==> src/hpe_pkg.sv <==
// hpe_pkg: shared types and constants for the Horner polynomial evaluator.
// Holds word widths, saturation bounds and the per-stage control struct.
// No dependencies.
`default_nettype none

package hpe_pkg;

    localparam int WORD_W         = 32;
    localparam int PROD_W         = 2 * WORD_W;
    localparam int SUM_W          = PROD_W + 1;
    localparam int REG_COUNT      = 8;
    localparam int REG_SEL_W      = $clog2(REG_COUNT);
    localparam int REG_IDX_W      = REG_SEL_W + 1;
    localparam int NUM_COEFFS_DEF = 8;
    localparam int FRAC_BITS_DEF  = 16;

    typedef logic signed [WORD_W-1:0] word_t;
    typedef logic signed [PROD_W-1:0] prod_t;
    typedef logic signed [SUM_W-1:0]  sum_t;
    typedef logic [REG_IDX_W-1:0]     reg_idx_t;

    localparam word_t WORD_MAX = {1'b0, {(WORD_W-1){1'b1}}};
    localparam word_t WORD_MIN = {1'b1, {(WORD_W-1){1'b0}}};

    typedef struct packed {
        logic valid;
        logic sat;
    } stage_ctrl_t;

endpackage

`default_nettype wire

==> src/hpe_mul.sv <==
// hpe_mul: multiply half of one Horner step, acc * x registered at full width.
// Depends on hpe_pkg.
`default_nettype none

module hpe_mul (
    input  wire                 clk,
    input  wire                 rst_n,
    input  hpe_pkg::stage_ctrl_t ctrl_in,
    input  hpe_pkg::word_t      acc_in,
    input  hpe_pkg::word_t      x_in,
    output hpe_pkg::stage_ctrl_t ctrl_out,
    output hpe_pkg::prod_t      prod_out,
    output hpe_pkg::word_t      x_out
);
    import hpe_pkg::*;

    stage_ctrl_t ctrl_reg;
    prod_t       prod_reg;
    word_t       x_reg;
    prod_t       prod_next;

    assign prod_next = PROD_W'(acc_in) * PROD_W'(x_in);

    always_ff @(posedge clk or negedge rst_n)
    begin
        if (!rst_n)
        begin
            ctrl_reg <= '0;
        end
        else
        begin
            ctrl_reg <= ctrl_in;
        end
    end

    always_ff @(posedge clk)
    begin
        prod_reg <= prod_next;
        x_reg    <= x_in;
    end

    assign ctrl_out = ctrl_reg;
    assign prod_out = prod_reg;
    assign x_out    = x_reg;

endmodule

`default_nettype wire

==> config.mk <==
export PLATFORM = sky130hd
export DESIGN_NAME = hpe_mul
export DESIGN_NICKNAME = d
export VERILOG_FILES = /design/src/hpe_pkg.sv /design/src/hpe_mul.sv
export SDC_FILE = /design/constraint.sdc
export NUM_CORES = 2
export LEC_CHECK = 0
export BUFFER_PORTS_ARGS = -buffer_cell sky130_fd_sc_hd__buf_2
export CORE_UTILIZATION = 29
export CTS_CLUSTER_SIZE = 25
export DETAILED_ROUTE_END_ITERATION = 10
export GPL_TIMING_DRIVEN = 1
export HOLD_SLACK_MARGIN = 0.15
export PLACE_DENSITY_LB_ADDON = 0.2
export SYNTH_ARGS = -nofsm -noshare
export SYNTH_HDL_FRONTEND = slang
export SYNTH_SLANG_ARGS = --single-unit
export TNS_END_PERCENT = 20
==> constraint.sdc <==
create_clock -name clk -period 0.8 [get_ports clk]
set_input_delay 0.16 -clock clk [delete_from_list [all_inputs] [get_ports clk]]
set_output_delay 0.16 -clock clk [all_outputs]
set_load 0.01 [all_outputs]
# After elaboration in Yosys (flattened, before gate mapping)

Cells that the tools add are included.

Register bits: 98
Logic and storage cells: 5
Output and inout bits: 98

Multipliers: 1

Operators with widths:

| operator                     | number |
|---|---|
| multiplier 32 x 32 -> 64 bit | 1 |

# Logic depth before layout (Yosys ltp)

Depth in word-level cells: 1
Gate-level depth with buffers: 28

# Least setup slack after synthesis

OpenSTA, ideal clock, no wires.

Path kind: in2reg
Start: input port x_in[2]
End: register prod_reg[61], in the netlist prod_out[61]
Path slack: -6,389 ps
Data arrival time: 7,119 ps
Buffers on the path: 2
Stages: 24
Cell sequence: clkbuf_1 > nand2_1 > inv_1 > fa_1 > fa_1 > fa_1 > fa_1 > inv_1 > fa_1 > inv_1 > fa_1 > fa_1 > fa_1 > ha_1 > clkbuf_1 > a21o_1 > a21o_1 > a21oi_1 > o21ai_0 > a31oi_1 > o2bb2ai_1 > a21oi_1 > a21o_1 > a21boi_1

Longest elaborated chain between the ends: 1

Ends and longest elaborated chain:

| element                      | RTL line      | RTL |
|---|---|---|
| start: declaration           | hpe_mul.sv:10 | `input hpe_pkg::word_t x_in,` |
| multiplier 32 x 32 -> 64 bit | hpe_mul.sv:22 | `assign prod_next = PROD_W'(acc_in) * PROD_W'(x_in);` |
| named net prod_next[61]      | hpe_mul.sv:20 | `prod_t prod_next;` |
| end signal: assignment       | hpe_mul.sv:38 | `prod_reg <= prod_next;` |
| end: declaration             | hpe_mul.sv:18 | `prod_t prod_reg;` |

The timed path passes the listed nets, and every way through them passes these cells.

# Worst setup path in the final report

Start: input port acc_in[9]
End: register prod_reg[61], in the netlist prod_out[61]

Longest elaborated chain between the ends: 1

Ends and longest elaborated chain:

| element                      | RTL line      | RTL |
|---|---|---|
| start: declaration           | hpe_mul.sv:9  | `input hpe_pkg::word_t acc_in,` |
| multiplier 32 x 32 -> 64 bit | hpe_mul.sv:22 |  |
| named net prod_next[61]      | hpe_mul.sv:20 |  |

The timed path passes the listed nets, and every way through them passes these cells.

==> results_dict.tcl <==
set metrics [dict create \
    status "complete, but fails checks" \
    max_slew_margin_pct 65.1 \
    vias 28101 \
    ant_nets 0 \
    period_share_pct 833 \
    die-area_um2 134000 \
    postSynthCellCount 4001 \
    syn_nets 5335 \
    path_buf_inv 10 \
    start_util_pct 29.2 \
    overflow 0 \
    hold_end "prod_out[1]$_DFF_P_" \
    yosys_most_used_dff "dfxtp_1" \
    rows 133 \
    syn-cell-area_um2 38300 \
    clockBufferDepth 2 \
    cts_sinks 98 \
    final_hold_viol_count 0 \
    period_needed_ps 6670 \
    cp.arrival_ps 7060 \
    antenna_found_initial 5 \
    grt_pass1_vias 31498 \
    ys_seq_area_share_pct 5.15 \
    layout_commonest_cell "fa_1" \
    cp.required_ps 1190 \
    final_cell_mix "995 x fa_1, 911 x inv_1, 502 x nand2_1" \
    hold_buffers 33 \
    hold_class "in -> reg" \
    cp_slowest_cell "fa_1" \
    cp-end-kind "register" \
    clock.fmax_mhz 150 \
    fillers 13287 \
    setup_viol 165 \
    crit_family "adder cells" \
    fin_nets 5945 \
    grt_pass1_wl_um 190000 \
    area_delta_synth_final_pct 30.1 \
    io_buffer_count 165 \
    post-route-util_pct 38.0 \
    drv_cap 0 \
    setup_ws_ps -5870 \
    ios 166 \
    dp_slack_ps -7160 \
    synth-seq-cells 98 \
    dp_hpwl_um 106000 \
    cts_tree "yes" \
    cpPeakStageDelay_ps 540 \
    drive_gt1_share_pct 26.0 \
    viasPerCell 4.41 \
    cts_buffers 9 \
    gp_routability_congestion 0.847 \
    yosysUniqueCellTypes 62 \
    rsz0062_at_grt "yes" \
    clockRootBuffer "clkbuf_16" \
    grt_max_degree 26 \
    wl_per_cell_um 19.6 \
    die_h_um 365 \
    core_um2 131000 \
    critPathMaxFanout 8 \
    drc 0 \
    routed_wl_um 125000 \
    finalMaxSlewViolations 0 \
    fin_setup_tns_ps -331560 \
    crit_path_frequent_cell "fa_1" \
    tightest_slew_ps 521 \
    drtPass1Iterations 5 \
    synth_edf_count 0 \
    grtUsageTotal_pct 19.4 \
    start_kind "primary input" \
    h-tree-depth 3 \
    die_w_um 365 \
    dr.first_iter.drc_count 1099 \
    hold-path-cell-count 3 \
    min_from "acc_in[1]" \
    synth.avg_cell_area_um2 9.58 \
    violations "negative setup slack" \
    crit_type "in -> reg" \
    synthArstFlopShare_pct 2.04 \
    ys_warn_count 0 \
    clkSlewWorstSetupHoldPaths_ps 80 \
    fin_hold_ws_ps 132 \
]
[cell type report]
class                   count  area (um^2)  share of cell area [%]
diodes                      2         5.00                  0.0100
clock inverters             6          113                   0.226
multi-input cells        2739        34100                    68.4
well taps                1755         2200                    4.41
flip-flops and latches     98         2000                    4.01
inverters                 952         3580                    7.19
repair buffers            811         7630                    15.3
clock buffers              10          239                   0.480
[synth_stat cells, types with 2 or more instances]
cell	count	area share, %
a31oi_1	9	0.15
nand3_1	15	0.20
o211ai_1	7	0.14
or3_1	3	0.049
and3_1	8	0.13
o21ai_1	12	0.16
a21oi_1	79	1.0
nor2_1	53	0.52
dfrtp_1	2	0.13
o211a_1	3	0.078
or4_1	2	0.039
nor4_2	2	0.065
o21ai_0	27	0.35
nor3b_1	2	0.039
xnor2_1	40	0.91
buf_2	10	0.13
nand2b_1	13	0.21
clkbuf_1	198	1.9
o22ai_1	2	0.033
nand4_1	9	0.15
inv_1	952	9.3
buf_4	4	0.078
o21a_1	7	0.14
nand2_1	528	5.2
dfxtp_1	96	5.0
a21o_1	37	0.72
a21boi_1	3	0.059
o21bai_1	12	0.24
o2bb2ai_1	2	0.046
fa_1	1082	57
ha_1	184	6.0
a211oi_1	10	0.20
xor2_1	29	0.66
o31ai_1	3	0.059
and2_1	519	8.5
nor2b_1	3	0.049
a311oi_1	2	0.046
a211oi_2	2	0.065
nor3_1	7	0.091
[cell families (layout without fill, tap and decap cells)]
group | Yosys count | after routing | share of synthesized area [%]
compound gates | 228 | 228 | 3.83
xor+xnor | 69 | 69 | 1.58
fa+ha+maj | 1266 | 1266 | 62.5
buf+inv | 1164 | 1779 | 11.5
flops | 98 | 98 | 5.15
other cells | 0 | 2 | 0
simple gates | 1176 | 1176 | 15.4
[flip-flops by register name, indices dropped and copies added, names as in the netlist]
| signal | count |
|---|---|
| x_out | 32 |
| ctrl_out | 2 |
| prod_out | 64 |
[how the worst max path moves through the flow]
stage / from / endpoint / slack, ps / cells past startpoint
floorplan: acc_in[31] / prod_out[61]$_DFF_P_ / -6090 / 23
global placement: x_in[8] / prod_out[62]$_DFF_P_ / -7160 / 27
detailed placement: x_in[8] / prod_out[62]$_DFF_P_ / -7160 / 27
CTS: acc_in[9] / prod_out[60]$_DFF_P_ / -5960 / 25
global route: x_in[20] / prod_out[63]$_DFF_P_ / -6050 / 28
finish: acc_in[9] / prod_out[61]$_DFF_P_ / -5870 / 27
[metal layers]
layer  track usage (%)  up-vias  wire length [um]  part of all wire [%]
met1              22.0    14834             47000                    38
met4              8.55        2              5990                   4.8
li1                  -    12671                 -                     -
met3              2.54      156              3620                   2.9
met2              36.0      438             68100                    55
met5                 0        -                13                 0.010
[through the flow]
step / instance area, um^2 / instances
2_1_floorplan: 38500 / 4001
3_3_place_gp: 44900 / 6219
3_5_place_dp: 44900 / 6219
4_1_cts: 48400 / 6334
5_1_grt: 49800 / 6371
6_report: 49800 / 6373
[repair_timing]
item | CTS | global route
gates resized for setup | 558 | 223
cloned | 6 | 4
setup buffers | 71 | 35
endpoints found under the hold margin | 34 | 1
setup endpoints to repair | 161 | 164
pin swaps | 237 | 195
[tightest hold or removal path, delay by kind of cell]
family / cells / cell delay [ps]
fa+ha+maj: 1 / 120
buf+inv: 1 / 140
simple gates: 1 / 140
Power is left out: the tool's default activity adds up to more than one toggle a clock period on the data nets, which glitch-free logic cannot reach.
