--- src/hpe_pkg.sv ---
// hpe_pkg: shared types and constants for the Horner polynomial evaluator.
// Holds word widths, saturation bounds and the per-stage control struct.
// No dependencies.
`default_nettype none

package hpe_pkg;

    localparam int WORD_W         = 32;
    localparam int PROD_W         = 2 * WORD_W;
    localparam int SUM_W          = PROD_W + 1;
    localparam int REG_COUNT      = 8;
    localparam int REG_SEL_W      = $clog2(REG_COUNT);
    localparam int REG_IDX_W      = REG_SEL_W + 1;
    localparam int NUM_COEFFS_DEF = 8;
    localparam int FRAC_BITS_DEF  = 16;

    typedef logic signed [WORD_W-1:0] word_t;
    typedef logic signed [PROD_W-1:0] prod_t;
    typedef logic signed [SUM_W-1:0]  sum_t;
    typedef logic [REG_IDX_W-1:0]     reg_idx_t;

    localparam word_t WORD_MAX = {1'b0, {(WORD_W-1){1'b1}}};
    localparam word_t WORD_MIN = {1'b1, {(WORD_W-1){1'b0}}};

    typedef struct packed {
        logic valid;
        logic sat;
    } stage_ctrl_t;

endpackage

`default_nettype wire

--- src/hpe_add.sv ---
// hpe_add: add half of one Horner step, floor shift, coefficient add, 32-bit clip.
// Depends on hpe_pkg.
`default_nettype none

module hpe_add #(
    parameter int FRAC_BITS = hpe_pkg::FRAC_BITS_DEF
) (
    input  wire                 clk,
    input  wire                 rst_n,
    input  hpe_pkg::stage_ctrl_t ctrl_in,
    input  hpe_pkg::prod_t      prod_in,
    input  hpe_pkg::word_t      x_in,
    input  hpe_pkg::word_t      coeff,
    output hpe_pkg::stage_ctrl_t ctrl_out,
    output hpe_pkg::word_t      acc_out,
    output hpe_pkg::word_t      x_out
);
    import hpe_pkg::*;

    stage_ctrl_t ctrl_reg;
    word_t       acc_reg;
    word_t       x_reg;
    stage_ctrl_t ctrl_next;
    word_t       acc_next;
    prod_t       shifted;
    sum_t        sum;
    logic [SUM_W-WORD_W:0] sum_hi;
    logic        in_range;

    assign shifted  = prod_in >>> FRAC_BITS;
    assign sum      = {shifted[PROD_W-1], shifted}
                    + {{(SUM_W-WORD_W){coeff[WORD_W-1]}}, coeff};
    assign sum_hi   = sum[SUM_W-1:WORD_W-1];
    assign in_range = (&sum_hi) | ~(|sum_hi);

    always_comb
    begin
        ctrl_next.valid = ctrl_in.valid;
        ctrl_next.sat   = ctrl_in.sat | ~in_range;
        if (in_range)
        begin
            acc_next = sum[WORD_W-1:0];
        end
        else
        begin
            acc_next = sum[SUM_W-1] ? WORD_MIN : WORD_MAX;
        end
    end

    always_ff @(posedge clk or negedge rst_n)
    begin
        if (!rst_n)
        begin
            ctrl_reg <= '0;
        end
        else
        begin
            ctrl_reg <= ctrl_next;
        end
    end

    always_ff @(posedge clk)
    begin
        acc_reg <= acc_next;
        x_reg   <= x_in;
    end

    assign ctrl_out = ctrl_reg;
    assign acc_out  = acc_reg;
    assign x_out    = x_reg;

endmodule

`default_nettype wire

--- config.mk ---
export PLATFORM = sky130hd
export DESIGN_NAME = hpe_add
export DESIGN_NICKNAME = d
export VERILOG_FILES = /design/src/hpe_pkg.sv /design/src/hpe_add.sv
export SDC_FILE = /design/constraint.sdc
export NUM_CORES = 1
export LEC_CHECK = 0
export CORE_MARGIN = 8
export CORE_UTILIZATION = 37
export DETAILED_ROUTE_END_ITERATION = 10
export DONT_BUFFER_PORTS = 1
export GPL_TIMING_DRIVEN = 0
export MAX_ROUTING_LAYER = met4
export SKIP_LAST_GASP = 1
export SYNTH_ARGS = -nofsm -noshare
export SYNTH_HDL_FRONTEND = slang
export SYNTH_SLANG_ARGS = --single-unit
--- constraint.sdc ---
create_clock -name clk -period 0.8 [get_ports clk]
set_input_delay 0.24 -clock clk [delete_from_list [all_inputs] [get_ports clk]]
set_output_delay 0.24 -clock clk [all_outputs]
set_load 0.02 [all_outputs]
; Word-level counts from Yosys, hierarchy flattened
; Cells that the tools add are included.
[classes]
muxes = 2
add_sub_neg = 1
n_reduce_logical = 2
bitwise = 4
[ops]
columns = cell, count
row1 = 32-bit two-way mux, 2
row2 = 48-bit by 32-bit adder with 49-bit output, 1
row3 = 34-bit AND reduction, 1
row4 = 34-bit OR reduction, 1
row5 = 1-bit NOT, 2
row6 = 1-bit OR, 2
[word_totals]
reg_bits = 66
input_bits = 132
out_inout_bits = 66

; Longest topological paths before layout
[logic_depth]
depth_word = 6
ltp_mapped = 15
depth_no_buf = 13

; Worst setup path before layout
; No wires, ideal clock.
[synth_path]
path_kind = input to register
start = input prod_in[16]
end = register acc_reg[10], in the netlist acc_out[10]
path_stages = 14
setup_slack_ns = -2.521
arrival_ns = 3.187
cell_sequence = ha_1 fa_1 a211oi_1 o21ai_1 a22oi_1 nand2_1 a21oi_2 o21ai_1 mux2_2 a2111o_1 nor3_1 a41oi_2 buf_6 mux2i_1
[synth_between]
elab_chain_len = 5
word_cells_on_any_way = 7
classes_between = add/sub: 1 / mux: 2 / bitwise: 2 / reduce/logical: 2
[synth_lines]
columns = element, line_no
row1 = from (decl), hpe_add.sv:11  ; input hpe_pkg::prod_t prod_in,
row2 = 48-bit by 32-bit adder with 49-bit output (*), hpe_add.sv:32  ; + {{(SUM_W-WORD_W){coeff[WORD_W-1]}}, coeff};
row3 = 34-bit OR reduction, hpe_add.sv:34  ; assign in_range = (&sum_hi) | ~(|sum_hi);
row4 = 1-bit NOT, hpe_add.sv:34
row5 = 1-bit OR, hpe_add.sv:34
row6 = 32-bit two-way mux (*), hpe_add.sv:40  ; if (in_range)
row7 = via acc_next[10], hpe_add.sv:24  ; word_t acc_next;
row8 = to (signal assigned), hpe_add.sv:64  ; acc_reg <= acc_next;
row9 = to (decl), hpe_add.sv:21  ; word_t acc_reg;
; The timed path passes the listed nets; every way through them passes the cells marked *.

; Final worst setup path
[layout_path]
start = input prod_in[17]
end = register acc_reg[11], in the netlist acc_out[11]
; Same word-level chain as after synthesis.

==> impl_results.md <==
* Outcome: finished, violations left
* Violations in the final reports: negative setup slack
* End point of the worst hold path: ctrl_out[0]
* Core region area at around 13,000 sq um
* Count of input and output buffers at 0
* Ordered list of cells on the worst path: ha_4 -> a211o_1 -> a211oi_4 -> buf_4 -> o21ba_4 -> o31a_1 -> buf_6 -> a21oi_1 -> or3_1 -> a22oi_2 -> o2111ai_2 -> nor3_2 -> a41oi_4 -> buf_12 -> buf_12 -> mux2i_2
* Crit-path max FO at 5
* Count of TritonRoute iterations in the first routing pass at 5
* Vias/cell at 5.79
* Max-cap violations at 0
* Vias in the first global route at 5,019
* Cts bufs inserted at 9
* Leading post-synthesis cells by instance count: sky130_fd_sc_hd__a21oi_1, sky130_fd_sc_hd__dfxtp_1, sky130_fd_sc_hd__nand2_1, sky130_fd_sc_hd__ha_1, sky130_fd_sc_hd__nor2_1
* Average wire per cell in the routed design at between 20 and 25 microns
* Total Wirelength at roughly 18,000 microns
* TritonCTS clock tree: yes
* Overflow after GRT at 0
* Number of design-rule violations left by the first detailed-router iteration at approximately 260
* Die outline width at 130 microns
* Post-synthesis sequential element count at 66
* Hold path startpoint: ctrl_in[0]
* Classification of the worst-slack hold path: input port to flop
* CTS H-tree depth at 3
* Hold Fails Final Rpt at 0
* Total count of max-transition violations in the final report at 0
* WS Path Type: input port to flop
* Buf+Inv Stages, Crit Path at 4
* Overall die area at around 17,000 sq um
* HPWL after detailed placement at ~13,000 microns
* Dominant delay contributor by cell family on the critical path: compound AO/OA/AOI/OAI gates
* Yosys top cell area share at a little over a quarter
* Final RePlAce weighted congestion at 0.920
* Most common cell type on the critical path: sky130_fd_sc_hd__buf_12
* Power per unit of standard cell area at between 1500 and 2000 nW/um^2
* Ys Warns at 0
* Tmin final at ~3.2 ns
* Worst rel slew slack at between 50% and 60%
* Antenna violation net count after detailed routing at 0
* Detailed-route DRC error count at 0
* TNS Setup at -85.60 ns
* Sequential element share of the synthesized area at 27.7%
* Top Ports at about 200
* Antenna fix cells at 0
* Data arrival time of the worst path at 3.34 ns
* Vias post-DR at 4,871
* Initial antenna violation count at 0
* Final setup fails at just under 100
* Leakage at 2.85 nW
* Number of nets in the finished design at approximately 850
* Fillers at 1,152
* Category of the worst setup path launch point: input port
* Number of instances in the synthesized netlist at between 500 and 600
* Achievable clock frequency at between 0.3 and 0.4 GHz
* Clock Sinks at 66
* Post-CTS clock slew at the launch and capture registers of the worst setup and hold paths at about 0.06 ns
* Share of layout cells above drive strength 1 at a little over a third
* Syn nets at 759
* Wire length of the first global-routing pass at about 27,000 microns
* Data required time at the worst endpoint at between 0.9 and 1 ns
* Top area cells in the synthesized netlist: sky130_fd_sc_hd__dfxtp_1, sky130_fd_sc_hd__ha_1, sky130_fd_sc_hd__mux2i_1, sky130_fd_sc_hd__a21oi_1, sky130_fd_sc_hd__o21ai_0
* # rows at between 40 and 50
* Number of buffers on the longest clock path at 2
* Dpl cells at 750
* Dominant cell type by area after synthesis: sky130_fd_sc_hd__dfxtp_1
* Die Height at about 130 microns
* CTS Root Buffer Type: sky130_fd_sc_hd__clkbuf_16
* Synth-to-Final Area Change at 46.3%
* Dominant synthesized flop cell: sky130_fd_sc_hd__dfxtp_1
* Ratio of final minimum period to clock period at 394%
* Post-Syn Area per Cell at between 8 and 9 sq um
* Final cell count without fillers at 842
* Largest net degree at the start of global routing at 18
* Final WS setup at -2.35 ns
* Fraction of registers with async set or reset after synthesis at roughly 3.0%
* Global-route usage over all layers at a little over a fifth
* RSZ-0062 raised after global routing: yes
* Number of stages on the worst hold path at 1
* CP max stage delay at approximately 0.37 ns
* Initial core utilization at ~38%
* Max stage delay cell, worst path: sky130_fd_sc_hd__or3_1
* Worst IR drop on VDD at 1.13 mV
* Measured slew at the worst slew-check pin at between 0.6 and 0.7 ns
* Synthesized cell area at 4800 sq um
* Count of flip-flops with a built-in enable after synthesis at 0
* Synth unique cells at between 60 and 70
* Critical path capture point type: flop
[power by group]
part           total (W)  leakage [nW]  internal, W  switching [W]
sequential       0.00417         0.575      0.00363       0.000544
clock            0.00400         0.142      0.00243        0.00156
combinational    0.00429          2.13      0.00188        0.00241
total             0.0125          2.85      0.00794        0.00452
[per-stage QoR]
| step | setup WS (ns) | cell area (sq um) | total power, W | hold slack [ns] | utilization (%) |
|---|---|---|---|---|---|
| 6_report | -2.35 | 7030 | 0.0125 | 0.0288 | 55.5 |
| 5_1_grt | -2.43 | 7030 | 0.0131 | 0.0222 | 55.5 |
| 4_1_cts | -2.37 | 6650 | 0.0120 | 0.0186 | 52.4 |
| 3_5_place_dp | -3.04 | 5130 | 0.00737 | -0.0555 | 40.5 |
| 3_3_place_gp | -3.05 | 5130 | 0.00736 | -0.0555 | 40.5 |
| 2_1_floorplan | -2.25 | 4910 | 0.00656 | -0.0556 | - |
[state kept, by name (all words and copies together), names as in the netlist]
register,cells
acc_out,32
ctrl_out,2
x_out,32
[what timing repair did]
| action | CTS | global route |
|---|---|---|
| hold buffers | 34 | 0 |
| endpoints found under the setup margin | 99 | 99 |
| gates resized for setup | 191 | 64 |
| endpoints found under the hold margin | 35 | 0 |
| pin swaps | 37 | 26 |
| buffers inserted | 30 | 14 |
| gates cloned | 3 | 2 |
[cell type report]
class                      count  area [sq um]  area share [%]
clock buffer                   9           225            3.20
inverter                      12          45.0           0.641
sequential                    66          1570            22.4
buffer                        14           150            2.14
tap                          172           215            3.06
multi-input combinational    479          3940            56.1
clock inverter                 7          76.3            1.09
timing repair buffer          83           802            11.4
[cell usage in the layout, fill, tap and decap left out, types with 19 or more instances in the layout]
cell type / synthesis / layout
sky130_fd_sc_hd__dfxtp_4: 0 / 63
sky130_fd_sc_hd__a21oi_1: 64 / 48
sky130_fd_sc_hd__nand2_1: 49 / 46
sky130_fd_sc_hd__nor2_1: 41 / 39
sky130_fd_sc_hd__buf_4: 0 / 38
sky130_fd_sc_hd__dlygate4sd3_1: 0 / 34
sky130_fd_sc_hd__o21ai_0: 38 / 29
sky130_fd_sc_hd__mux2i_1: 33 / 28
sky130_fd_sc_hd__ha_1: 48 / 28
sky130_fd_sc_hd__xor2_1: 19 / 19
[logic make-up after synthesis]
group                    Yosys count  share of synthesized area, %
adder cells (fa/ha/maj)           49                          12.9
flip-flops                        66                          27.7
multiplexers                      34                          7.11
AO/OA/AOI/OAI                    195                          26.1
buffers and inverters             33                          3.12
AND/OR/NAND/NOR                  165                          16.5
XOR/XNOR                          36                          6.56
[layer usage]
metal	routed length, microns	vias up	GRT usage [%]
li1	-	2335	-
met1	7690	2313	24.9
met2	8810	204	34.7
met3	1540	19	5.67
met4	252	0	6.22
met5	0	-	-
[worst max-delay path by stage]
stage | startpoint | end | cells past startpoint
floorplan | prod_in[16] | acc_out[10] | 14
detailed placement | prod_in[46] | acc_out[22] | 12
finish | prod_in[17] | acc_out[11] | 16
global placement | prod_in[47] | acc_out[10] | 13
global route | prod_in[17] | acc_out[30] | 16
CTS | prod_in[17] | acc_out[21] | 14
Note: power is estimated with default switching activity, not from simulation.
